### src/rtl/imu_frame_parser_core_macros.svh
// Assertion macros shared by the frame parser RTL.
// No dependencies; files that check their own logic include this header.
`ifndef IMU_FRAME_PARSER_CORE_MACROS_SVH
`define IMU_FRAME_PARSER_CORE_MACROS_SVH
`ifndef ASSERT_OFF
// checked only out of reset
`define IFP_ASSERT(label, prop, msg) \
    label: assert property (@(posedge i_clk) disable iff (!i_rst_n) prop) else $error(msg);
// checked on every edge, reset included
`define IFP_ASSERT_ALWAYS(label, prop, msg) \
    label: assert property (@(posedge i_clk) prop) else $error(msg);
`else
`define IFP_ASSERT(label, prop, msg)
`define IFP_ASSERT_ALWAYS(label, prop, msg)
`endif
`endif

### src/rtl/imu_fp_pkg.sv
// Shared types, byte codes and capture layout of the IMU frame parser.
// No dependencies; used by every module of the parser.
package imu_fp_pkg;

    localparam logic [7:0] FRAME_LIMIT = 8'd198;
    localparam int unsigned QUEUE_DEPTH = 2;

    localparam logic [7:0] SYNC_0   = 8'h41;
    localparam logic [7:0] SYNC_1   = 8'h78;
    localparam logic [7:0] SYNC_2   = 8'hFF;
    localparam logic [7:0] TAIL     = 8'h6D;

    localparam logic [7:0] CLS_SYS  = 8'h01;
    localparam logic [7:0] CLS_TEST = 8'h02;
    localparam logic [7:0] CLS_AUX  = 8'h03;
    localparam logic [7:0] CLS_DATA = 8'h06;

    localparam logic [7:0] MSG_CMD      = 8'h01;
    localparam logic [7:0] MSG_DATA     = 8'h81;
    localparam logic [7:0] MSG_CFG_ACK  = 8'h82;
    localparam logic [7:0] MSG_SELFTEST = 8'h86;

    localparam logic [15:0] ACCEL_ID_RST = 16'h8801;
    localparam logic [15:0] GYRO_ID_RST  = 16'h8C00;
    localparam logic [15:0] EULER_ID_RST = 16'hB001;

    localparam logic [1:0] CFG_ACCEL_ID = 2'd0;
    localparam logic [1:0] CFG_GYRO_ID  = 2'd1;
    localparam logic [1:0] CFG_EULER_ID = 2'd2;

    localparam logic [1:0] KIND_ACCEL  = 2'd0;
    localparam logic [1:0] KIND_GYRO   = 2'd1;
    localparam logic [1:0] KIND_EULER  = 2'd2;
    localparam logic [1:0] KIND_STATUS = 2'd3;

    localparam logic [2:0] DEV_INIT     = 3'd2;
    localparam logic [2:0] DEV_CFG_ACK  = 3'd3;
    localparam logic [2:0] DEV_SELFTEST = 3'd4;

    // captured frame bytes: three blocks of 15 bytes (2 id, 1 skipped, 3 words)
    localparam int unsigned NUM_BLOCKS  = 3;
    localparam int unsigned NUM_AXES    = 3;
    localparam int unsigned BLOCK_BYTES = 15;
    localparam int unsigned CAP_BYTES   = NUM_BLOCKS * BLOCK_BYTES;
    localparam int unsigned WORD_OFS    = 3;
    localparam int unsigned WORD_BYTES  = 4;
    // frame position 7 (self-test flags) is byte 1 of the accel block
    localparam int unsigned VALID_CAP   = 1;

    typedef logic [CAP_BYTES-1:0][7:0] t_cap;

    typedef struct packed {
        logic [3:0]                                item_mask; // accel, gyro, euler, status
        logic [2:0]                                dev_state;
        logic [3:0]                                ang_valid;
        logic [NUM_BLOCKS*NUM_AXES-1:0][31:0]      words;
    } t_job;

    // frame byte position held by capture byte i
    function automatic logic [7:0] cap_pos(input int unsigned i);
        logic [7:0] pos;
        if (i < BLOCK_BYTES) begin
            pos = 8'(6 + i);
        end else if (i < 2 * BLOCK_BYTES) begin
            pos = 8'(21 + i - BLOCK_BYTES);
        end else begin
            pos = 8'(70 + i - 2 * BLOCK_BYTES);
        end
        return pos;
    endfunction

endpackage

### src/rtl/imu_fp_back.sv
// Back end: expands one job into its result items, one item per pop.
// Depends on imu_fp_pkg and the assertion macro header.
`include "imu_frame_parser_core_macros.svh"
module imu_fp_back (
    input  logic              i_clk,
    input  logic              i_rst_n,
    input  logic              i_job_avail,
    input  imu_fp_pkg::t_job  i_job,
    output logic              o_job_rd,
    input  logic              i_pop,
    output logic              o_empty,
    output logic [1:0]        o_item_kind,
    output logic [31:0]       o_word_x,
    output logic [31:0]       o_word_y,
    output logic [31:0]       o_word_z,
    output logic [2:0]        o_device_state,
    output logic [3:0]        o_angle_valid,
    output logic              o_last
);

    logic [3:0]        r_mask, n_mask;
    imu_fp_pkg::t_job  r_job;
    logic [1:0]        kind;
    logic [3:0]        cur_bit;
    logic              take;

    // oldest pending item is the lowest set bit of the remaining mask
    always_comb begin
        kind = imu_fp_pkg::KIND_STATUS;
        if (r_mask[0]) begin
            kind = imu_fp_pkg::KIND_ACCEL;
        end else if (r_mask[1]) begin
            kind = imu_fp_pkg::KIND_GYRO;
        end else if (r_mask[2]) begin
            kind = imu_fp_pkg::KIND_EULER;
        end
    end

    assign cur_bit  = 4'b0001 << kind;
    assign o_last   = ((r_mask & ~cur_bit) == 4'd0);
    assign o_empty  = (r_mask == 4'd0);
    assign take     = i_pop && !o_empty;
    assign o_job_rd = i_job_avail && (o_empty || (take && o_last));

    always_comb begin
        n_mask = r_mask;
        if (o_job_rd) begin
            n_mask = i_job.item_mask;
        end else if (take) begin
            n_mask = r_mask & ~cur_bit;
        end
    end

    always_comb begin
        o_word_x = '0;
        o_word_y = '0;
        o_word_z = '0;
        case (kind)
            imu_fp_pkg::KIND_ACCEL: begin
                o_word_x = r_job.words[0];
                o_word_y = r_job.words[1];
                o_word_z = r_job.words[2];
            end
            imu_fp_pkg::KIND_GYRO: begin
                o_word_x = r_job.words[3];
                o_word_y = r_job.words[4];
                o_word_z = r_job.words[5];
            end
            imu_fp_pkg::KIND_EULER: begin
                o_word_x = r_job.words[6];
                o_word_y = r_job.words[7];
                o_word_z = r_job.words[8];
            end
            default: ;
        endcase
    end

    assign o_item_kind    = kind;
    assign o_device_state = r_job.dev_state;
    assign o_angle_valid  = r_job.ang_valid;

    always_ff @(posedge i_clk) begin
        if (!i_rst_n) begin
            r_mask <= '0;
        end else begin
            r_mask <= n_mask;
        end
    end

    always_ff @(posedge i_clk) begin
        if (o_job_rd) begin
            r_job <= i_job;
        end
    end

    `IFP_ASSERT(a_more_items_stay, (take && !o_last) |=> !o_empty, "items of a job lost")
    `IFP_ASSERT(a_drain_to_empty, (take && o_last && !i_job_avail) |=> o_empty,
        "item repeated after last of job")
    `IFP_ASSERT_ALWAYS(a_status_alone, r_mask[3] |-> (r_mask[2:0] == 3'd0),
        "status item mixed with block items")

endmodule

### config.mk
export PLATFORM = sky130hd
export DESIGN_NAME = imu_fp_back
export DESIGN_NICKNAME = d
export VERILOG_FILES = /design/src/rtl/imu_fp_pkg.sv /design/src/rtl/imu_fp_back.sv
export VERILOG_INCLUDE_DIRS = /design/src /design/src/rtl
export SDC_FILE = /design/constraint.sdc
export NUM_CORES = 1
export LEC_CHECK = 0
export BUFFER_PORTS_ARGS = -buffer_cell sky130_fd_sc_hd__buf_2
export CAP_MARGIN = 20
export CORE_ASPECT_RATIO = 0.5
export CORE_MARGIN = 5
export CORE_UTILIZATION = 44
export DETAILED_ROUTE_END_ITERATION = 10
export PLACE_DENSITY = 0.76
export SLEW_MARGIN = 20
export SYNTH_ARGS = -nofsm -noshare
export SYNTH_HDL_FRONTEND = slang
export SYNTH_SLANG_ARGS = --single-unit
export TNS_END_PERCENT = 30
### constraint.sdc
create_clock -name i_clk -period 30.4 [get_ports i_clk]
set_clock_uncertainty 0.05 [all_clocks]
set_input_delay 9.12 -clock i_clk [delete_from_list [all_inputs] [get_ports i_clk]]
set_output_delay 9.12 -clock i_clk [all_outputs]
set_load 0.01 [all_outputs]
==> flow_summary.ini, run 1 <==
[floorplan]
row_count = 40
height_of_the_die_um = 121
fp.dieArea_sq_mm = 0.0282
fp.dieW_um = 233
core_area_sq_mm = 0.0242
num_io_pins = 411
start_util_pct = 45.1

[route]
drt-initial-drc-count = 693
routed_via_density = 5.11
detail_route.first_pass.iterations = 6
route.antenna.remaining_nets = 0
drt_wl_total_mm = 28.8
routedWlPerCell_um = 20.3
routed-via-count = 7251
remaining_drc_errors = 0

[global_route]
global_route.overflow_total = 0
grtUsageTotal_pct = 19.2
initial_antenna_violation_count = 5
global_route_wire_length_before_repair_mm = 41.7
first_global_vias = 7460
grt_max_degree = 185

[clock_tree]
number_of_buffers_inserted_during_clock_tree_synthesis = 27
post_cts.resized_instances = 0
worstSkewPairLatency_ns = 0.53
clock-sinks = 299
clkSlewWorstSetupHoldPaths_ns = 0.06
post-cts-setup-buffer-count = 0
ctsHoldBuffers = 0
h-tree-depth = 1
cts_tree = built
cts.path.max_buffers = 3
ctsRootBufferMaster = clkbuf_16

[run]
max_cap_viol_count = 0

[placed_design]
post-dp-hpwl_mm = 20.0
io_buffers = 410
gp_routability_congestion = 0.870

[critical_path]
critical-path-top-cell-by-count = buf_2
timing.critical_path.slowest_stage_cell = or2_1
critical_path_peak_fanout = 4
cells_along_the_critical_path = buf_2, inv_1, or2_1, a21boi_4, nor2b_4, buf_2
setup.worst_path.start_class = primary input
cp_data_required_time_ns = 21.23
worst-setup-path-type = primary input to primary output
crit_path_end_kind = primary output
worst-endpoint-arrival_ns = 10.02
timing.critical_path.slowest_cell_delay_ns = 0.27

[yosys]
synthesis.nets = 967
asyncSetResetFlopFracSynth_pct = 0
synth-seq-area-share_pct = 82.0
synthTopCellsByArea = edfxtp_1 (81%), a22oi_1 (6.7%), o21ai_0 (4.4%)
synth_area_sq_mm = 0.0109
ys_types = 22
yosys.area.top_type_share_pct = 81.2
synth-edff-count = 295
synth_top_cells_by_count = edfxtp_1 (295), a22oi_1 (97), nand2_1 (97), o21ai_0 (95), clkbuf_1 (28)
synthMostInstantiatedCell = edfxtp_1
yosys_warnings = 0
synthesis.area_per_instance_sq_um = 16.4
postSynth.topFlopCell = edfxtp_1
syn_inst = 664
synth.ff_latch_count = 299
synth_largest_area_cell = edfxtp_1

[run_status]
run_status = completed

[sta]
relSlewSlack_pct = 30.7
timing_max_transition_violations_final = 0
final.period_utilization_pct = 63.1
worst-slew-pin-transition_ns = 1.04
unrepaired_setup_endpoints_after_global_routing = false
clock.fmax_mhz = 52.1
hold_viol_final = 0
fin_hold_ws_ns = 0.502
finalWorstPathRequiredPeriod_ns = 19.19
post_route_setup_tns_ns = 0
finalSetupViolations = 0

[pwr]
ir_drop_mv = 0.0509
leakage_nw = 5.43
post-layout-total-power_uw = 915
cellPowerDensity_mw_per_mm2 = 65.2

[worst_hold_path]
hold_path.class = flop to flop

[layout]
flow.area_growth_from_synthesis_pct = 28.6
num-fill-cells = 1926
post_route_cells_drive_above_1_share_pct = 42.3
num-nets-final = 1362
final_core_utilization_pct = 58.0
-- worst max-delay path: cells and delay by family --
kind            cells  cell delay, ns
compound gates      1            0.17
buf+inv             3            0.32
simple gates        2            0.42
-- kinds of logic (layout without fill, tap and decap cells) --
| kind of cell | Yosys count | count (layout) | share of synthesized area [%] |
|---|---|---|---|
| fa+ha+maj | 1 | 1 | 0.0918 |
| other cells | 0 | 5 | 0 |
| simple gates | 111 | 111 | 4.05 |
| flops | 299 | 299 | 82.0 |
| compound gates | 200 | 200 | 11.6 |
| buf+inv | 53 | 468 | 2.32 |
-- final timing paths --
path / from / to / slack (ns) / depth (start not counted)
min: r_mask[3]$_SDFFE_PN0P_ / r_mask[3]$_SDFFE_PN0P_ / 0.50 / 2
max: i_pop / o_job_rd / 11.21 / 6
max reg2reg: r_mask[1]$_SDFFE_PN0P_ / r_job[66]$_DFFE_PP_ / 26.39 / 7
min reg2reg: r_mask[3]$_SDFFE_PN0P_ / r_mask[3]$_SDFFE_PN0P_ / 0.50 / 2
-- cell usage in the layout (no fill, tap or decap) --
cell type and n:
buf_2 410, edfxtp_1 295, a22oi_1 97, nand2_1 97
o21ai_0 95, clkbuf_16 27, clkbuf_1 10, clkinv_1 7
buf_4 6, diode_2 5, o21ai_1 5, nand3_1 5
nor2_1 4, clkinv_2 3, nor2b_4 2, inv_1 2
dfxtp_4 2, dfxtp_1 2, or3_4 1, maj3_1 1
o21ai_2 1, or2_1 1, a21boi_4 1, o211ai_1 1
nor3b_1 1, inv_6 1, bufinv_16 1, buf_12 1
-- layout make-up --
cell class	instances	area, sq um	area share (%)
clock inverter	12	80.1	0.571
multi-input combinational	312	1730	12.3
inverter	2	7.51	0.0535
antenna	5	12.5	0.0892
sequential	299	8950	63.8
tap	336	420	3.00
timing repair buffer	417	2120	15.1
clock buffer	37	713	5.08
-- per-layer routing --
metal | global-route usage [%] | share of wire [%]
met1 | 22.6 | 36
met2 | 34.8 | 55
met3 | 3.74 | 5.5
met4 | 7.96 | 3.9
met5 | 0 | 0
-- state kept, by name (all words and copies together), names as in the netlist --
| signal | count |
|---|---|
| r_job | 288 |
| o_angle_valid | 4 |
| r_mask | 4 |
| o_device_state | 3 |
-- through the flow --
| step | std cells | worst slack (ns) | instance area (sq um) |
|---|---|---|---|
| 2_1_floorplan | 664 | 4.14 | 10900 |
| 3_3_place_gp | 1366 | 11.28 | 13200 |
| 3_5_place_dp | 1366 | 11.22 | 13200 |
| 4_1_cts | 1415 | 11.22 | 14000 |
| 5_1_grt | 1420 | 11.17 | 14000 |
| 6_report | 1420 | 11.21 | 14000 |
-- report_power, final --
| part | leakage (nW) | switching (mW) | internal, mW |
|---|---|---|---|
| logic | 2.17 | 0.0578 | 0.0359 |
| registers | 2.87 | 0.0128 | 0.495 |
| clock network | 0.386 | 0.141 | 0.172 |
| total | 5.43 | 0.212 | 0.703 |
Power figures use the tool's default switching activity.
==> inputs of run 2 (changes only) <==
- clock period: 30.4 -> 17.1 ns (I/O delays scaled with it)
==> flow_summary.ini, run 2 (synthesized netlist as in run 1, its figures left out) <==
[floorplan]
height_of_the_die_um = 121
start_util_pct = 45.1
num_io_pins = 411
fp.dieArea_sq_mm = 0.0282
fp.dieW_um = 233
core_area_sq_mm = 0.0242
row_count = 40

[global_route]
global_route_wire_length_before_repair_mm = 41.9
first_global_vias = 7403
grt_max_degree = 118
initial_antenna_violation_count = 1
grtUsageTotal_pct = 19.3
global_route.overflow_total = 0

[sta]
hold_viol_final = 0
clock.fmax_mhz = 89.3
worst-slew-pin-transition_ns = 0.922
final_critical_path_setup_slack_ns = 5.90
finalWorstPathRequiredPeriod_ns = 11.20
relSlewSlack_pct = 38.6
finalSetupViolations = 0
timing_max_transition_violations_final = 0
post_route_setup_tns_ns = 0
unrepaired_setup_endpoints_after_global_routing = false
final.period_utilization_pct = 65.5

[layout]
flow.area_growth_from_synthesis_pct = 29.5
multi_input_area_sq_mm = 0.00173
layout_common_cells = buf_2 (410), edfxtp_1 (295), a22oi_1 (97), nand2_1 (97), o21ai_0 (95)
top_register = r_job
final_core_utilization_pct = 58.4
num-fill-cells = 1911
largest_register_ffs = 288
seqCellArea_sq_mm = 0.00895
mostFrequentLayoutCell = buf_2
post_route_cells_drive_above_1_share_pct = 43.1
num-nets-final = 1364

[placed_design]
gp_routability_congestion = 0.831
pre_cts_ws_ns = 5.90
post-dp-hpwl_mm = 20.2
io_buffers = 410

[clock_tree]
worstSkewPairLatency_ns = 0.53
ctsRootBufferMaster = clkbuf_16
number_of_buffers_inserted_during_clock_tree_synthesis = 27
cts.path.max_buffers = 3
post_cts.resized_instances = 0
cts_tree = built
clock-sinks = 299
clkSlewWorstSetupHoldPaths_ns = 0.07
ctsHoldBuffers = 0
post-cts-setup-buffer-count = 0
h-tree-depth = 1

[route]
routed-via-count = 7212
routed_via_density = 5.09
routedWlPerCell_um = 20.6
detail_route.first_pass.iterations = 7
drt-initial-drc-count = 550
route.antenna.remaining_nets = 0
met3_length_mm = 1.54
wl_met2_mm = 16.1
remaining_drc_errors = 0
detail_route.wirelength.met1_mm = 10.6
drt_wl_total_mm = 29.2
highest_layer = met4

[critical_path]
regToRegSetupSlack_ns = 12.37
worst-setup-path-type = primary input to primary output
crit_path_end_kind = primary output
setup.worst_path.start_class = primary input
worst-endpoint-arrival_ns = 6.02
critical_path_peak_fanout = 4
cells_along_the_critical_path = buf_2, inv_1, or2_1, a21boi_4, nor2b_4, buf_2
ff2ff_path_depth = 8
critical-path-top-cell-by-count = buf_2
timing.critical_path.slowest_cell_delay_ns = 0.25
cp_data_required_time_ns = 11.92
timing.critical_path.slowest_stage_cell = or2_1

[pwr]
ir_drop_mv = 0.109
cellPowerDensity_mw_per_mm2 = 119
leakage_nw = 5.50

[worst_hold_path]
whs_path_depth = 2
hold_path.class = flop to flop

[run]
max_cap_viol_count = 0

[run_status]
run_status = completed
run 2: worst paths after layout:
check,startpoint,to
max,i_pop,o_job_rd
min,r_mask[2]$_SDFFE_PN0P_,r_mask[2]$_SDFFE_PN0P_
max reg2reg,r_mask[0]$_SDFFE_PN0P_,r_job[94]$_DFFE_PP_
min reg2reg,r_mask[2]$_SDFFE_PN0P_,r_mask[2]$_SDFFE_PN0P_
run 2: report_power, final:
group / switching, mW / total (mW) / internal, mW
Clock: 0.256 / 0.606 / 0.350
Sequential: 0.0217 / 0.901 / 0.880
Combinational: 0.104 / 0.169 / 0.0642
Total: 0.382 / 1.68 / 1.29
run 2: critical path: cells and delay by family:
family                 cells  cell delay [ns]
AO/OA/AOI/OAI              1             0.16
buffers and inverters      3             0.31
AND/OR/NAND/NOR            2             0.41
run 2: layout make-up:
type / instances / share of cell area (%)
flip-flops and latches: 299 / 63.4
repair buffers: 419 / 15.1
multi-input cells: 312 / 12.3
clock buffers: 31 / 4.89
well taps: 336 / 2.98
clock inverters: 17 / 1.32
inverters: 2 / 0.0532
diodes: 1 / 0.0177
run 2: routing by layer:
metal  track usage (%)  vias up
li1                  -     3366
met1              22.3     3529
met2              35.9      252
met3              4.00       65
met4              6.56        0
met5                 0        -
run 2: stage by stage:
stage	instance area (sq um)	instances	power [mW]	hold WS [ns]
detailed placement	13200	1367	1.09	0.466
global placement	13200	1367	1.08	0.467
floorplan	10900	664	1.00	0.412
global route	14100	1417	1.74	0.496
finish	14100	1417	1.68	0.481
CTS	14100	1415	1.69	0.475
