[src/rtl/imu_frame_parser_core_macros.svh]
// Assertion macros shared by the frame parser RTL.
// No dependencies; files that check their own logic include this header.
`ifndef IMU_FRAME_PARSER_CORE_MACROS_SVH
`define IMU_FRAME_PARSER_CORE_MACROS_SVH
`ifndef ASSERT_OFF
// checked only out of reset
`define IFP_ASSERT(label, prop, msg) \
    label: assert property (@(posedge i_clk) disable iff (!i_rst_n) prop) else $error(msg);
// checked on every edge, reset included
`define IFP_ASSERT_ALWAYS(label, prop, msg) \
    label: assert property (@(posedge i_clk) prop) else $error(msg);
`else
`define IFP_ASSERT(label, prop, msg)
`define IFP_ASSERT_ALWAYS(label, prop, msg)
`endif
`endif

[src/rtl/imu_fp_pkg.sv]
// Shared types, byte codes and capture layout of the IMU frame parser.
// No dependencies; used by every module of the parser.
package imu_fp_pkg;

    localparam logic [7:0] FRAME_LIMIT = 8'd198;
    localparam int unsigned QUEUE_DEPTH = 2;

    localparam logic [7:0] SYNC_0   = 8'h41;
    localparam logic [7:0] SYNC_1   = 8'h78;
    localparam logic [7:0] SYNC_2   = 8'hFF;
    localparam logic [7:0] TAIL     = 8'h6D;

    localparam logic [7:0] CLS_SYS  = 8'h01;
    localparam logic [7:0] CLS_TEST = 8'h02;
    localparam logic [7:0] CLS_AUX  = 8'h03;
    localparam logic [7:0] CLS_DATA = 8'h06;

    localparam logic [7:0] MSG_CMD      = 8'h01;
    localparam logic [7:0] MSG_DATA     = 8'h81;
    localparam logic [7:0] MSG_CFG_ACK  = 8'h82;
    localparam logic [7:0] MSG_SELFTEST = 8'h86;

    localparam logic [15:0] ACCEL_ID_RST = 16'h8801;
    localparam logic [15:0] GYRO_ID_RST  = 16'h8C00;
    localparam logic [15:0] EULER_ID_RST = 16'hB001;

    localparam logic [1:0] CFG_ACCEL_ID = 2'd0;
    localparam logic [1:0] CFG_GYRO_ID  = 2'd1;
    localparam logic [1:0] CFG_EULER_ID = 2'd2;

    localparam logic [1:0] KIND_ACCEL  = 2'd0;
    localparam logic [1:0] KIND_GYRO   = 2'd1;
    localparam logic [1:0] KIND_EULER  = 2'd2;
    localparam logic [1:0] KIND_STATUS = 2'd3;

    localparam logic [2:0] DEV_INIT     = 3'd2;
    localparam logic [2:0] DEV_CFG_ACK  = 3'd3;
    localparam logic [2:0] DEV_SELFTEST = 3'd4;

    // captured frame bytes: three blocks of 15 bytes (2 id, 1 skipped, 3 words)
    localparam int unsigned NUM_BLOCKS  = 3;
    localparam int unsigned NUM_AXES    = 3;
    localparam int unsigned BLOCK_BYTES = 15;
    localparam int unsigned CAP_BYTES   = NUM_BLOCKS * BLOCK_BYTES;
    localparam int unsigned WORD_OFS    = 3;
    localparam int unsigned WORD_BYTES  = 4;
    // frame position 7 (self-test flags) is byte 1 of the accel block
    localparam int unsigned VALID_CAP   = 1;

    typedef logic [CAP_BYTES-1:0][7:0] t_cap;

    typedef struct packed {
        logic [3:0]                                item_mask; // accel, gyro, euler, status
        logic [2:0]                                dev_state;
        logic [3:0]                                ang_valid;
        logic [NUM_BLOCKS*NUM_AXES-1:0][31:0]      words;
    } t_job;

    // frame byte position held by capture byte i
    function automatic logic [7:0] cap_pos(input int unsigned i);
        logic [7:0] pos;
        if (i < BLOCK_BYTES) begin
            pos = 8'(6 + i);
        end else if (i < 2 * BLOCK_BYTES) begin
            pos = 8'(21 + i - BLOCK_BYTES);
        end else begin
            pos = 8'(70 + i - 2 * BLOCK_BYTES);
        end
        return pos;
    endfunction

endpackage

[src/rtl/imu_fp_fifo.sv]
// Short job queue between parser front end and item back end.
// Depends on imu_fp_pkg and the assertion macro header.
`include "imu_frame_parser_core_macros.svh"
module imu_fp_fifo #(
    parameter int unsigned DEPTH = imu_fp_pkg::QUEUE_DEPTH
) (
    input  logic              i_clk,
    input  logic              i_rst_n,
    input  logic              i_wr,
    input  imu_fp_pkg::t_job  i_data,
    output logic              o_full,
    input  logic              i_rd,
    output imu_fp_pkg::t_job  o_data,
    output logic              o_empty
);

    localparam int unsigned PTR_W = (DEPTH > 1) ? $clog2(DEPTH) : 1;
    localparam int unsigned CNT_W = $clog2(DEPTH + 1);

    imu_fp_pkg::t_job r_mem [DEPTH];
    logic [PTR_W-1:0] r_wr_ptr, r_rd_ptr;
    logic [CNT_W-1:0] r_count;

    assign o_full  = (r_count == CNT_W'(DEPTH));
    assign o_empty = (r_count == '0);
    assign o_data  = r_mem[r_rd_ptr];

    always_ff @(posedge i_clk) begin
        if (!i_rst_n) begin
            r_wr_ptr <= '0;
            r_rd_ptr <= '0;
            r_count  <= '0;
        end else begin
            if (i_wr) begin
                r_wr_ptr <= (r_wr_ptr == PTR_W'(DEPTH - 1)) ? '0 : r_wr_ptr + 1'b1;
            end
            if (i_rd) begin
                r_rd_ptr <= (r_rd_ptr == PTR_W'(DEPTH - 1)) ? '0 : r_rd_ptr + 1'b1;
            end
            if (i_wr && !i_rd) begin
                r_count <= r_count + 1'b1;
            end else if (!i_wr && i_rd) begin
                r_count <= r_count - 1'b1;
            end
        end
    end

    always_ff @(posedge i_clk) begin
        if (i_wr) begin
            r_mem[r_wr_ptr] <= i_data;
        end
    end

    `IFP_ASSERT(a_no_write_when_full, !(i_wr && o_full), "job written into full queue")
    `IFP_ASSERT_ALWAYS(a_count_bound, r_count <= CNT_W'(DEPTH), "queue count overflow")

endmodule

[config.mk]
export PLATFORM = sky130hd
export DESIGN_NAME = imu_fp_fifo
export DESIGN_NICKNAME = d
export VERILOG_FILES = /design/src/rtl/imu_fp_pkg.sv /design/src/rtl/imu_fp_fifo.sv
export VERILOG_INCLUDE_DIRS = /design/src /design/src/rtl
export SDC_FILE = /design/constraint.sdc
export NUM_CORES = 1
export LEC_CHECK = 0
export BUFFER_PORTS_ARGS = -buffer_cell sky130_fd_sc_hd__buf_2
export CORE_AREA = 8 8 227 229
export DETAILED_ROUTE_END_ITERATION = 10
export DIE_AREA = 0 0 235 237
export GPL_TIMING_DRIVEN = 0
export PLACE_DENSITY = 0.76
export REMOVE_ABC_BUFFERS = 1
export SLEW_MARGIN = 20
export SYNTH_ARGS = -nofsm -noshare
export SYNTH_HDL_FRONTEND = slang
export SYNTH_SLANG_ARGS = --single-unit
[constraint.sdc]
create_clock -name i_clk -period 37.2 [get_ports i_clk]
set_clock_uncertainty 0.15 [all_clocks]
set_input_delay 7.44 -clock i_clk [delete_from_list [all_inputs] [get_ports i_clk]]
set_output_delay 7.44 -clock i_clk [all_outputs]
set_load 0.02 [all_outputs]
==> reports/results.tsv, run 1 <==
stage	metric	value	unit
logic_synthesis	synthesized cell area	22600	µm²
logic_synthesis	Avg Inst Size Synth	23.74	µm²
grt	pin count of the biggest net entering global routing	52	
timing	Setup WS post-layout	26.53	ns
clock_tree	H-tree level count	2	
grt	vias in the first global route	12165	
cells_and_area	Layout Cells excl Fill	2290	
grt	met1 global-route usage	0.1937	
timing	relative slew slack	0.4857	
power	Comb pwr share	0.133	
clock_tree	Skew-Pair Late Insertion Delay	0.58	ns
routing	routed len/inst	22.54	µm
die	Ports	604	
power	Cell Int Power	1191	µW
power	Max VDD drop	0.04120	mV
critical_path	Worst Setup Start Kind	flop	
timing	Final Setup Violations	0	
critical_path	Critical Path Fanout Max	39	
power	clock share of power	0.356	
timing	fin crit period	10.67	ns
logic_synthesis	top_reg_cell synth	edfxtp_1	
min_path	worst min path class	reg -> reg	
timing	Setup TNS	0	ns
timing	fin crit share	0.2868	
logic_synthesis	top cell type's share of synthesized area	0.7946	
routing	DRC viols	0	
cells_and_area	final instance area	28630	µm²
critical_path	Worst Reg-to-Reg Cells	6	
logic_synthesis	post-synthesis sequential area ratio	0.7990	
timing	WHS	0.3732	ns
placement	IO buf count	603	
clock_tree	clock slew at reported path FFs	0.06	ns
critical_path	CP arrival	3.08	ns
die	height of the chip	237	µm
die	Starting Density	0.4694	
logic_synthesis	Syn Inst Count	952	
logic_synthesis	synth top area cells	edfxtp_1, mux2_4, mux2_2, buf_6, dfxtp_1	
timing	Tightest Pin Transition	0.7698	ns
grt	global-route wire length before repair	75280	µm
logic_synthesis	cell with the most instances after synthesis	edfxtp_1	
timing	RSZ-0062 raised after global routing	no	
clock_tree	Clock Path Buffers	3	
routing	Routed WL	51620	µm
grt	initial antenna violation count	17	
cells_and_area	multi-input logic area	4240	µm²
cells_and_area	total area of sequential cells	18060	µm²
cells_and_area	layout cells sized above 1	0.6116	
placement	Place WS	27.06	ns
logic_synthesis	async set-reset flop share out of synthesis	0	
placement	gpl congestion	0.7630	
logic_synthesis	leading area contributor after synthesis	edfxtp_1	
clock_tree	clock tree sinks	603	
power	pwr dens	54.41	nW/µm²
grt	GRT overflow	0	
die	Die ar.	55700	µm²
grt	met3 Resource Use GR	0.07010	
logic_synthesis	Post-synth EDFFs	598	
die	die width	235	µm
placement	post-DP HPWL	37300	µm
routing	Detail Route Antenna Nets	0	
flow_run	max cap viols	0	
outcome	status	completed	
logic_synthesis	post-synthesis register bit count	603	
placement	Area after DPL	26810	µm²
logic_synthesis	Netlist cell types	18	
placement	Inst Count DP	2172	
routing	DR pass1 iterations	5	
timing	Final Hold Viols	0	
power	leakage	0.01116	µW
clock_tree	Post-CTS Hold Fix Bufs	0	
critical_path	crit end category	output pin	
routing	DR vias	11341	
clock_tree	cts repair resizes	0	
logic_synthesis	synth cell count leaders	edfxtp_1, mux2_4, mux2_2	
critical_path	kind of critical path	reg -> out	
clock_tree	CTS tree	done	
routing	Vias/cell	4.952	
routing	initial DRC count	719	
clock_tree	TritonCTS Buffers	60	
critical_path	Worst Path Required	29.61	ns
cells_and_area	final net count	1916	
power	sequential power share	0.511	
power	switching share of power	0.2355	
grt	met2 GRT Util	0.3049	
grt	GRT Total Usage	0.1770	
timing	max-slew violation count	0	
die	Core Rows	81	
clock_tree	postcts setup bufs	0	
power	sw power	366.9	µW
timing	achievable frequency	0.09374	GHz
logic_synthesis	Warnings, synthesis	0	
min_path	hold path depth	2	
cells_and_area	Filler cells	3428	
grt	Most Used Layer, Global Route	met2	
cells_and_area	Area growth syn-to-layout	26.69	%
die	Core ar.	48140	µm²
clock_tree	Root Driver	clkbuf_16	
-- power groups by stage --
stage / clock, µW / sequential, µW / combinational [µW]
after floorplan: 0 / 832 / 146
after global routing: 593 / 799 / 219
final: 554 / 796 / 207
after global placement: 0 / 846 / 233
after detailed placement: 0 / 811 / 209
after CTS: 569 / 796 / 210
-- logic make-up (layout without fill, tap and decap cells) --
group	after synthesis	in the layout	synth area share
other	0	10	0
AND/OR/NAND/NOR	9	9	0.002381
XOR/XNOR	3	3	0.001163
buffers and inverters	34	740	0.01379
flip-flops	603	603	0.7990
multiplexers	299	299	0.1822
AO/OA/AOI/OAI	3	3	0.0008859
adder cells (fa/ha/maj)	1	1	0.0005536
-- state kept, by name, summed over array words and instances (netlist names), named ones only --
register,count
r_mem,598
r_rd_ptr,1
r_count,2
r_wr_ptr,1
-- final timing paths --
check	slack [ns]	startpoint	endpoint
worst max register to register	34.71	r_wr_ptr	r_mem[0][180]
worst min-delay path	0.37	r_count[1]	r_count[1]
worst min register to register	0.37	r_count[1]	r_count[1]
worst max-delay path	26.53	flop	o_data[5]
-- metrics by stage --
stage | util | total power, µW
floorplan | - | 978.4
global placement | 0.5419 | 1079
detailed placement | 0.5569 | 1020
CTS | 0.5942 | 1576
global route | 0.5946 | 1610
finish | 0.5948 | 1558
-- cell usage in the layout, fill, tap and decap left out, types with 2 or more instances in the layout --
cell	netlist	layout
mux2_4	200	200
diode_2	0	10
mux2_2	99	99
dfxtp_1	5	4
inv_6	0	3
xor2_1	2	2
buf_2	9	603
buf_16	0	20
clkinv_1	0	15
clkbuf_16	0	61
clkbuf_1	0	12
edfxtp_1	598	598
buf_12	0	7
bufinv_16	0	2
and2_1	4	3
clkinv_2	0	13
nor2b_1	3	2
-- worst max-delay path: stages (launching register included) --
cell and delay, ns:
dfxtp_4 0.72, buf_16 0.32, buf_16 0.27, buf_12 0.27, buf_16 0.27, mux2_2 0.39, buf_2 0.17
-- per-layer routing --
layer / wire, µm / vias up
met4: 1551 / 14
met3: 4875 / 108
met2: 26330 / 448
li1: - / 5158
met1: 18780 / 5613
met5: 94 / -
-- layout make-up --
class                           count  share of cell area
Timing Repair Buffer              631              0.1301
Multi-Input combinational cell    315              0.1481
Clock buffer                       73             0.05489
Clock inverter                     35            0.007953
Inverter                            1           0.0001311
Tap cell                          622             0.02718
Sequential cell                   603              0.6308
Antenna cell                       10           0.0008740
Note: power is estimated with default switching activity, not from simulation.
==> inputs of run 2 (changes only) <==
--- a/config.mk
+++ b/config.mk
@@ -7,11 +7,11 @@
 export NUM_CORES = 1
 export LEC_CHECK = 0
 export BUFFER_PORTS_ARGS = -buffer_cell sky130_fd_sc_hd__buf_2
-export CORE_AREA = 8 8 227 229
+export CORE_AREA = 8 8 231 233
 export DETAILED_ROUTE_END_ITERATION = 10
-export DIE_AREA = 0 0 235 237
+export DIE_AREA = 0 0 239 241
 export GPL_TIMING_DRIVEN = 0
-export PLACE_DENSITY = 0.76
+export PLACE_DENSITY = 0.74
 export REMOVE_ABC_BUFFERS = 1
 export SLEW_MARGIN = 20
 export SYNTH_ARGS = -nofsm -noshare
==> constraint.sdc (replaced) <==
create_clock -name i_clk -period 10.5 [get_ports i_clk]
set_clock_uncertainty 0.15 [all_clocks]
set_input_delay 2.1 -clock i_clk [delete_from_list [all_inputs] [get_ports i_clk]]
set_output_delay 2.1 -clock i_clk [all_outputs]
set_load 0.02 [all_outputs]
==> run 2 against run 1 <==
  * Cell count increased by 2.1%
  * Sequential share of layout area fell by 0.50 points
  * Critical path depth decreased by 1
  * Routed wire length shrank 0.48%
  * Non-clock buffer count unchanged
  * Utilization is 1.4 points lower
  * First-iteration DRC count fell by 23%
==> reports/results.tsv, run 2 (synthesis results as in run 1) <==
stage	metric	value	unit	change
power	switching share of power	0.2279		was 0.2355
routing	Vias/cell	4.814		was 4.952
routing	Detail Route Antenna Nets	0		unchanged
power	pwr dens	197.0	nW/µm²	was 54.41 nW/µm²
timing	fin crit share	0.4888		
clock_tree	Root Driver	clkbuf_16		unchanged
cells_and_area	layout cells sized above 1	0.6122		was 0.6116
clock_tree	clock slew at reported path FFs	0.06	ns	about the same
critical_path	Worst Path Required	8.25	ns	was 29.61 ns
min_path	worst min path class	reg -> reg		unchanged
routing	DR pass1 iterations	4		was 5
clock_tree	H-tree level count	2		unchanged
placement	post-DP HPWL	37210	µm	was 37300 µm
die	Die ar.	57600	µm²	was 55700 µm²
clock_tree	Clock Path Buffers	3		unchanged
critical_path	CP arrival	2.88	ns	was 3.08 ns
cells_and_area	Filler cells	3710		was 3428
clock_tree	TritonCTS Buffers	59		was 60
power	Comb pwr share	0.129		was 0.133
critical_path	kind of critical path	reg -> out		unchanged
timing	max-slew violation count	0		unchanged
cells_and_area	final net count	1915		was 1916
grt	pin count of the biggest net entering global routing	54		was 52
critical_path	crit end category	output pin		unchanged
outcome	status	completed		unchanged
power	leakage	0.01122	µW	was 0.01116 µW
critical_path	Crit path max-delay family	buffers and inverters		unchanged
routing	Routed WL	51370	µm	was 51620 µm
placement	Place WS	5.946	ns	was 27.06 ns
timing	fin crit period	5.133	ns	
clock_tree	Post-CTS Hold Fix Bufs	0		unchanged
power	clock share of power	0.375		was 0.356
clock_tree	cts repair resizes	0		unchanged
power	sequential power share	0.496		was 0.511
power	Cell Int Power	4390	µW	was 1191 µW
critical_path	Slowest-stage cell, CP	dfxtp_4		unchanged
critical_path	crit-path cells	buf_16 -> buf_16 -> buf_16 -> mux2_2 -> buf_2		was buf_16 -> buf_16 -> buf_12 -> buf_16 -> mux2_2 -> buf_2
clock_tree	CTS tree	done		unchanged
clock_tree	postcts setup bufs	0		unchanged
grt	vias in the first global route	12055		was 12165
timing	Tightest Pin Transition	0.5209	ns	was 0.7698 ns
cells_and_area	Top reg by flops	r_mem		unchanged
cells_and_area	most frequent cells in the layout	buf_2, edfxtp_1, mux2_4		unchanged
grt	GRT overflow	0		unchanged
flow_run	max cap viols	0		unchanged
critical_path	most used cell, CP	buf_16		unchanged
die	height of the chip	241	µm	was 237 µm
routing	initial DRC count	554		was 719
critical_path	Largest stage delay, worst path	0.68	ns	was 0.72 ns
routing	DR vias	11260		was 11341
die	Core ar.	49660	µm²	was 48140 µm²
grt	initial antenna violation count	15		was 17
cells_and_area	max reg flops	598		unchanged
timing	Final Setup Violations	0		unchanged
timing	achievable frequency	0.1948	GHz	
die	die width	239	µm	was 235 µm
grt	GRT Total Usage	0.1677		was 0.1770
routing	routed len/inst	21.96	µm	was 22.54 µm
die	Core Rows	82		was 81
timing	Final Hold Viols	0		unchanged
routing	DRC viols	0		unchanged
critical_path	Buf/Inv on CP	4		was 5
clock_tree	Skew-Pair Late Insertion Delay	0.60	ns	was 0.58 ns
placement	IO buf count	603		unchanged
timing	WHS	0.3572	ns	was 0.3732 ns
cells_and_area	Area growth syn-to-layout	27.71	%	was 26.69%
clock_tree	clock tree sinks	603		unchanged
critical_path	Worst Setup Start Kind	flop		unchanged
timing	Setup WS post-layout	5.367	ns	was 26.53 ns
power	sw power	1296	µW	was 366.9 µW
timing	RSZ-0062 raised after global routing	no		unchanged
critical_path	Critical Path Fanout Max	42		was 39
power	Max VDD drop	0.1575	mV	was 0.04120 mV
placement	gpl congestion	0.8200		was 0.7630
timing	relative slew slack	0.6528		was 0.4857
cells_and_area	Largest regs	r_mem: 598 flops, r_count: 2 flops		unchanged
die	Ports	604		unchanged
die	Starting Density	0.4551		was 0.4694
grt	global-route wire length before repair	73070	µm	was 75280 µm
cells_and_area	most common cell after layout, fill and taps aside	buf_2		unchanged
-- run 2: changes by cell type in the layout (fill, tap and decap cells not counted), sizes merged --
| cell | previous run | this run |
|---|---|---|
| clkinv | 29 | 21 |
| clkbuf | 73 | 75 |
| diode | 10 | 9 |
| clkinvlp | 0 | 1 |
| bufinv | 2 | 9 |
| inv | 5 | 3 |
-- run 2: worst paths after layout --
check / start / to / slack [ns] / depth (start not counted)
worst max register to register: r_wr_ptr / r_mem[1][184] / 8.04 / 5
worst max-delay path: flop / o_data[7] / 5.37 / 5
worst min-delay path: r_count[1] / r_count[1] / 0.36 / 2
worst min register to register: r_count[1] / r_count[1] / 0.36 / 2
-- run 2: per-stage QoR --
stage                     utilization  cell area (µm²)  std cells   TNS, ns  power, µW
after detailed placement       0.5410            26870       2222         0       3611
after CTS                      0.5808            28840       2330         0       5758
after global routing           0.5811            28850       2336         0       5879
after global placement         0.5266            26150       2194  -6732.31       3819
final                          0.5812            28860       2339         0       5686
after floorplan                     -            22290        919  -2432.77       3466
-- run 2: layout make-up --
type	instances	area, µm²	area share
repair buffers	631	3721	0.1289
well taps	672	840.8	0.02913
diodes	9	22.52	0.0007803
multi-input cells	315	4240	0.1469
flip-flops and latches	603	18060	0.6258
clock inverters	33	392.9	0.01361
inverters	1	3.754	0.0001301
clock buffers	75	1579	0.05471
-- run 2: power groups by stage --
stage | sequential [µW] | clock, µW | combinational [µW]
global route | 2830 | 2280 | 774
finish | 2820 | 2130 | 732
global placement | 2990 | 0 | 824
CTS | 2820 | 2190 | 745
floorplan | 2950 | 0 | 518
detailed placement | 2870 | 0 | 741
-- run 2: tightest hold or removal path: cells and delay by family (launching register included) --
kind | cells | cell delay, ns
flip-flops | 1 | 0.32
AO/OA/AOI/OAI | 2 | 0.13
-- run 2: metal layers --
layer	track usage	vias up	part of all wire
met5	0	-	0.0018
met4	0.05419	14	0.021
met3	0.06850	79	0.097
met2	0.3031	421	0.53
met1	0.1771	5590	0.35
li1	-	5156	-
==> inputs of run 3 (changes only) <==
--- a/config.mk
+++ b/config.mk
@@ -6,6 +6,7 @@
 export SDC_FILE = /design/constraint.sdc
 export NUM_CORES = 1
 export LEC_CHECK = 0
+export ABC_AREA = 1
 export BUFFER_PORTS_ARGS = -buffer_cell sky130_fd_sc_hd__buf_2
 export CORE_AREA = 8 8 231 233
 export DETAILED_ROUTE_END_ITERATION = 10
==> constraint.sdc (replaced) <==
create_clock -name i_clk -period 5.2 [get_ports i_clk]
set_clock_uncertainty 0.15 [all_clocks]
set_input_delay 1.04 -clock i_clk [delete_from_list [all_inputs] [get_ports i_clk]]
set_output_delay 1.04 -clock i_clk [all_outputs]
set_load 0.02 [all_outputs]
==> run 3 against run 2 <==
  * Critical path type unchanged
  * Cell count increased by 0.56%
  * Setup slack worse by 4.6 ns
  * Hold slack improved by 0.0083 ns
  * Highest routed layer unchanged
  * Combinational power is 79% higher
==> reports/results.tsv, run 3 <==
stage	metric	value	unit	change
logic_synthesis	synthesized cell area	22610	µm²	was 22600 µm²
min_path	Min-Delay Startpoint	r_rd_ptr		was r_count[1]
routing	Detail Route Antenna Nets	0		unchanged
routing	top sig layer	met5		unchanged
placement	IO buf count	603		unchanged
critical_path	Worst Reg-to-Reg Cells	6		was 5
timing	fin crit share	0.8594		
clock_tree	clock tree sinks	603		unchanged
logic_synthesis	Warnings, synthesis	0		unchanged
timing	Final Setup Violations	0		unchanged
clock_tree	Post-CTS Hold Fix Bufs	0		unchanged
logic_synthesis	Syn Inst Count	965		was 952
die	Die ar.	57600	µm²	unchanged
critical_path	most used cell, CP	buf_16		unchanged
grt	vias in the first global route	11979		was 12055
logic_synthesis	Post-synth EDFFs	598		unchanged
routing	met3 WL post-DR	5118	µm	was 4983 µm
min_path	hold endpoint	r_rd_ptr		was r_count[1]
power	Total Power	10960	µW	was 5686 µW
logic_synthesis	synth cell count leaders	edfxtp_1, mux2_4, mux2_2		unchanged
critical_path	Largest stage delay, worst path	0.85	ns	was 0.68 ns
critical_path	Slowest-stage cell, CP	dfxtp_4		unchanged
logic_synthesis	Netlist cell types	15		was 18
routing	DR pass1 iterations	5		was 4
clock_tree	Clock Path Buffers	3		unchanged
logic_synthesis	post-synthesis register bit count	603		unchanged
cells_and_area	Area growth syn-to-layout	26.42	%	was 27.71%
clock_tree	CTS tree	done		unchanged
clock_tree	H-tree level count	2		unchanged
timing	Tightest Pin Transition	0.7906	ns	was 0.5209 ns
grt	pin count of the biggest net entering global routing	100		was 54
grt	global-route wire length before repair	72800	µm	was 73070 µm
die	Starting Density	0.4553		was 0.4551
grt	GRT overflow	0		unchanged
timing	fin crit period	4.469	ns	
critical_path	internal reg-to-reg setup slack	2.67	ns	was 8.04 ns
cells_and_area	layout cells sized above 1	0.6050		was 0.6122
critical_path	Worst Path Required	4.01	ns	was 8.25 ns
power	Max VDD drop	0.3302	mV	was 0.1575 mV
routing	Routed WL	51880	µm	was 51370 µm
critical_path	reg-to-reg startpoint	r_wr_ptr		unchanged
cells_and_area	final net count	1923		was 1915
die	die width	239	µm	unchanged
routing	DRT met1 WL	18150	µm	was 18110 µm
clock_tree	Root Driver	clkbuf_16		unchanged
clock_tree	TritonCTS Buffers	59		unchanged
routing	DR vias	11377		was 11260
outcome	status	completed		unchanged
die	Ports	604		unchanged
clock_tree	clock slew at reported path FFs	0.06	ns	about the same
timing	achievable frequency	0.2238	GHz	
routing	Vias/cell	4.837		was 4.814
timing	Final Hold Viols	0		unchanged
critical_path	kind of critical path	reg -> out		unchanged
critical_path	Worst Setup Start Kind	flop		unchanged
cells_and_area	max reg flops	598		unchanged
critical_path	Critical Path Fanout Max	44		was 42
flow_run	max cap viols	0		unchanged
routing	DR WL met2	27030	µm	was 27110 µm
logic_synthesis	Avg Inst Size Synth	23.43	µm²	was 23.74 µm²
logic_synthesis	synth top area cells	edfxtp_1, mux2_4, mux2_2, buf_6, dfxtp_1		unchanged
placement	post-DP HPWL	37460	µm	was 37210 µm
logic_synthesis	top_reg_cell synth	edfxtp_1		unchanged
logic_synthesis	leading area contributor after synthesis	edfxtp_1		unchanged
routing	routed len/inst	22.06	µm	was 21.96 µm
grt	initial antenna violation count	20		was 15
cells_and_area	Largest regs	r_mem: 598 flops, r_count: 2 flops		unchanged
die	height of the chip	241	µm	unchanged
logic_synthesis	post-synthesis sequential area ratio	0.7986		was 0.7990
cells_and_area	most common cell after layout, fill and taps aside	buf_2		unchanged
min_path	worst min path class	reg -> reg		unchanged
clock_tree	cts repair resizes	0		unchanged
die	Core ar.	49660	µm²	unchanged
routing	DRC viols	0		unchanged
power	leakage	0.01115	µW	was 0.01122 µW
clock_tree	Skew-Pair Late Insertion Delay	0.59	ns	was 0.60 ns
cells_and_area	most frequent cells in the layout	buf_2, edfxtp_1, mux2_4		unchanged
critical_path	crit end category	output pin		unchanged
routing	initial DRC count	573		was 554
timing	RSZ-0062 raised after global routing	no		unchanged
logic_synthesis	top cell type's share of synthesized area	0.7942		was 0.7946
critical_path	CP arrival	3.28	ns	was 2.88 ns
placement	gpl congestion	0.8299		was 0.8200
timing	max-slew violation count	0		unchanged
placement	Area after DPL	26760	µm²	was 26870 µm²
die	Core Rows	82		unchanged
critical_path	Worst R2R End	r_mem[0][146]		was r_mem[1][184]
cells_and_area	final instance area	28580	µm²	was 28860 µm²
logic_synthesis	cell with the most instances after synthesis	edfxtp_1		unchanged
logic_synthesis	async set-reset flop share out of synthesis	0		unchanged
cells_and_area	Top reg by flops	r_mem		unchanged
timing	relative slew slack	0.4717		was 0.6528
grt	GRT Total Usage	0.1681		was 0.1677
clock_tree	postcts setup bufs	0		unchanged
power	pwr dens	383.4	nW/µm²	was 197.0 nW/µm²
critical_path	crit-path cells	buf_16 -> buf_16 -> buf_12 -> buf_16 -> mux2_2 -> buf_2		was buf_16 -> buf_16 -> buf_16 -> mux2_2 -> buf_2
min_path	hold path depth	2		unchanged
## run 3: per-layer routing
metal | track usage | up-vias
met5 | 0 | -
met4 | 0.06603 | 14
met3 | 0.07113 | 105
met2 | 0.2967 | 423
met1 | 0.1772 | 5652
li1 | - | 5183
## run 3: cell type report
type / count / area [µm²]
clock buffers: 73 / 1572
flip-flops and latches: 603 / 18060
fillers: 3742 / 21070
well taps: 672 / 840.8
repair buffers: 626 / 3598
clock inverters: 35 / 216.5
inverters: 8 / 37.54
diodes: 14 / 35.03
multi-input cells: 321 / 4223
## run 3: metrics by stage
stage / util / cells / setup TNS, ns / hold slack (ns) / setup WS, ns
finish: 0.5756 / 2352 / 0 / 0.3656 / 0.7310
global route: 0.5753 / 2346 / 0 / 0.3997 / 0.5661
CTS: 0.5749 / 2338 / 0 / 0.3577 / 0.6662
detailed placement: 0.5389 / 2230 / 0 / 0.3431 / 1.320
global placement: 0.5268 / 2207 / -9954.67 / 0.3323 / -16.79
floorplan: - / 932 / -5588.96 / 0.3135 / -9.491
## run 3: cell families (layout without fill, tap and decap cells)
group / Yosys count / after routing / share of synthesized area
AOI/OAI and AO/OA: 2 / 2 / 0.0004423
other: 0 / 14 / 0
buffers and inverters: 41 / 742 / 0.01494
adders and majority gates: 1 / 1 / 0.0005533
muxes: 299 / 299 / 0.1821
and+or+nand+nor: 19 / 19 / 0.003320
DFF: 603 / 603 / 0.7986
## run 3: worst max-delay path by stage
stage                     slack [ns]  startpoint  depth (start not counted)             to
after floorplan                -9.49        i_wr                          2    r_mem[0][0]
after global placement        -16.79        i_wr                          3  r_mem[0][116]
after detailed placement        1.32        flop                          6    o_data[287]
after CTS                       0.67        flop                          6    o_data[287]
after global routing            0.57        flop                          6    o_data[287]
final                           0.73        flop                          6    o_data[287]
## run 3: critical path: cells and delay by family (launching register included)
kind                   cells  cell delay, ns
flip-flops                 1            0.85
buffers and inverters      5            1.33
multiplexers               1            0.37
## run 3: where the power goes
group	switching (µW)	internal (µW)
Combinational	738	571
Sequential	73.9	5630
Clock	1710	2230
Total	2520	8430
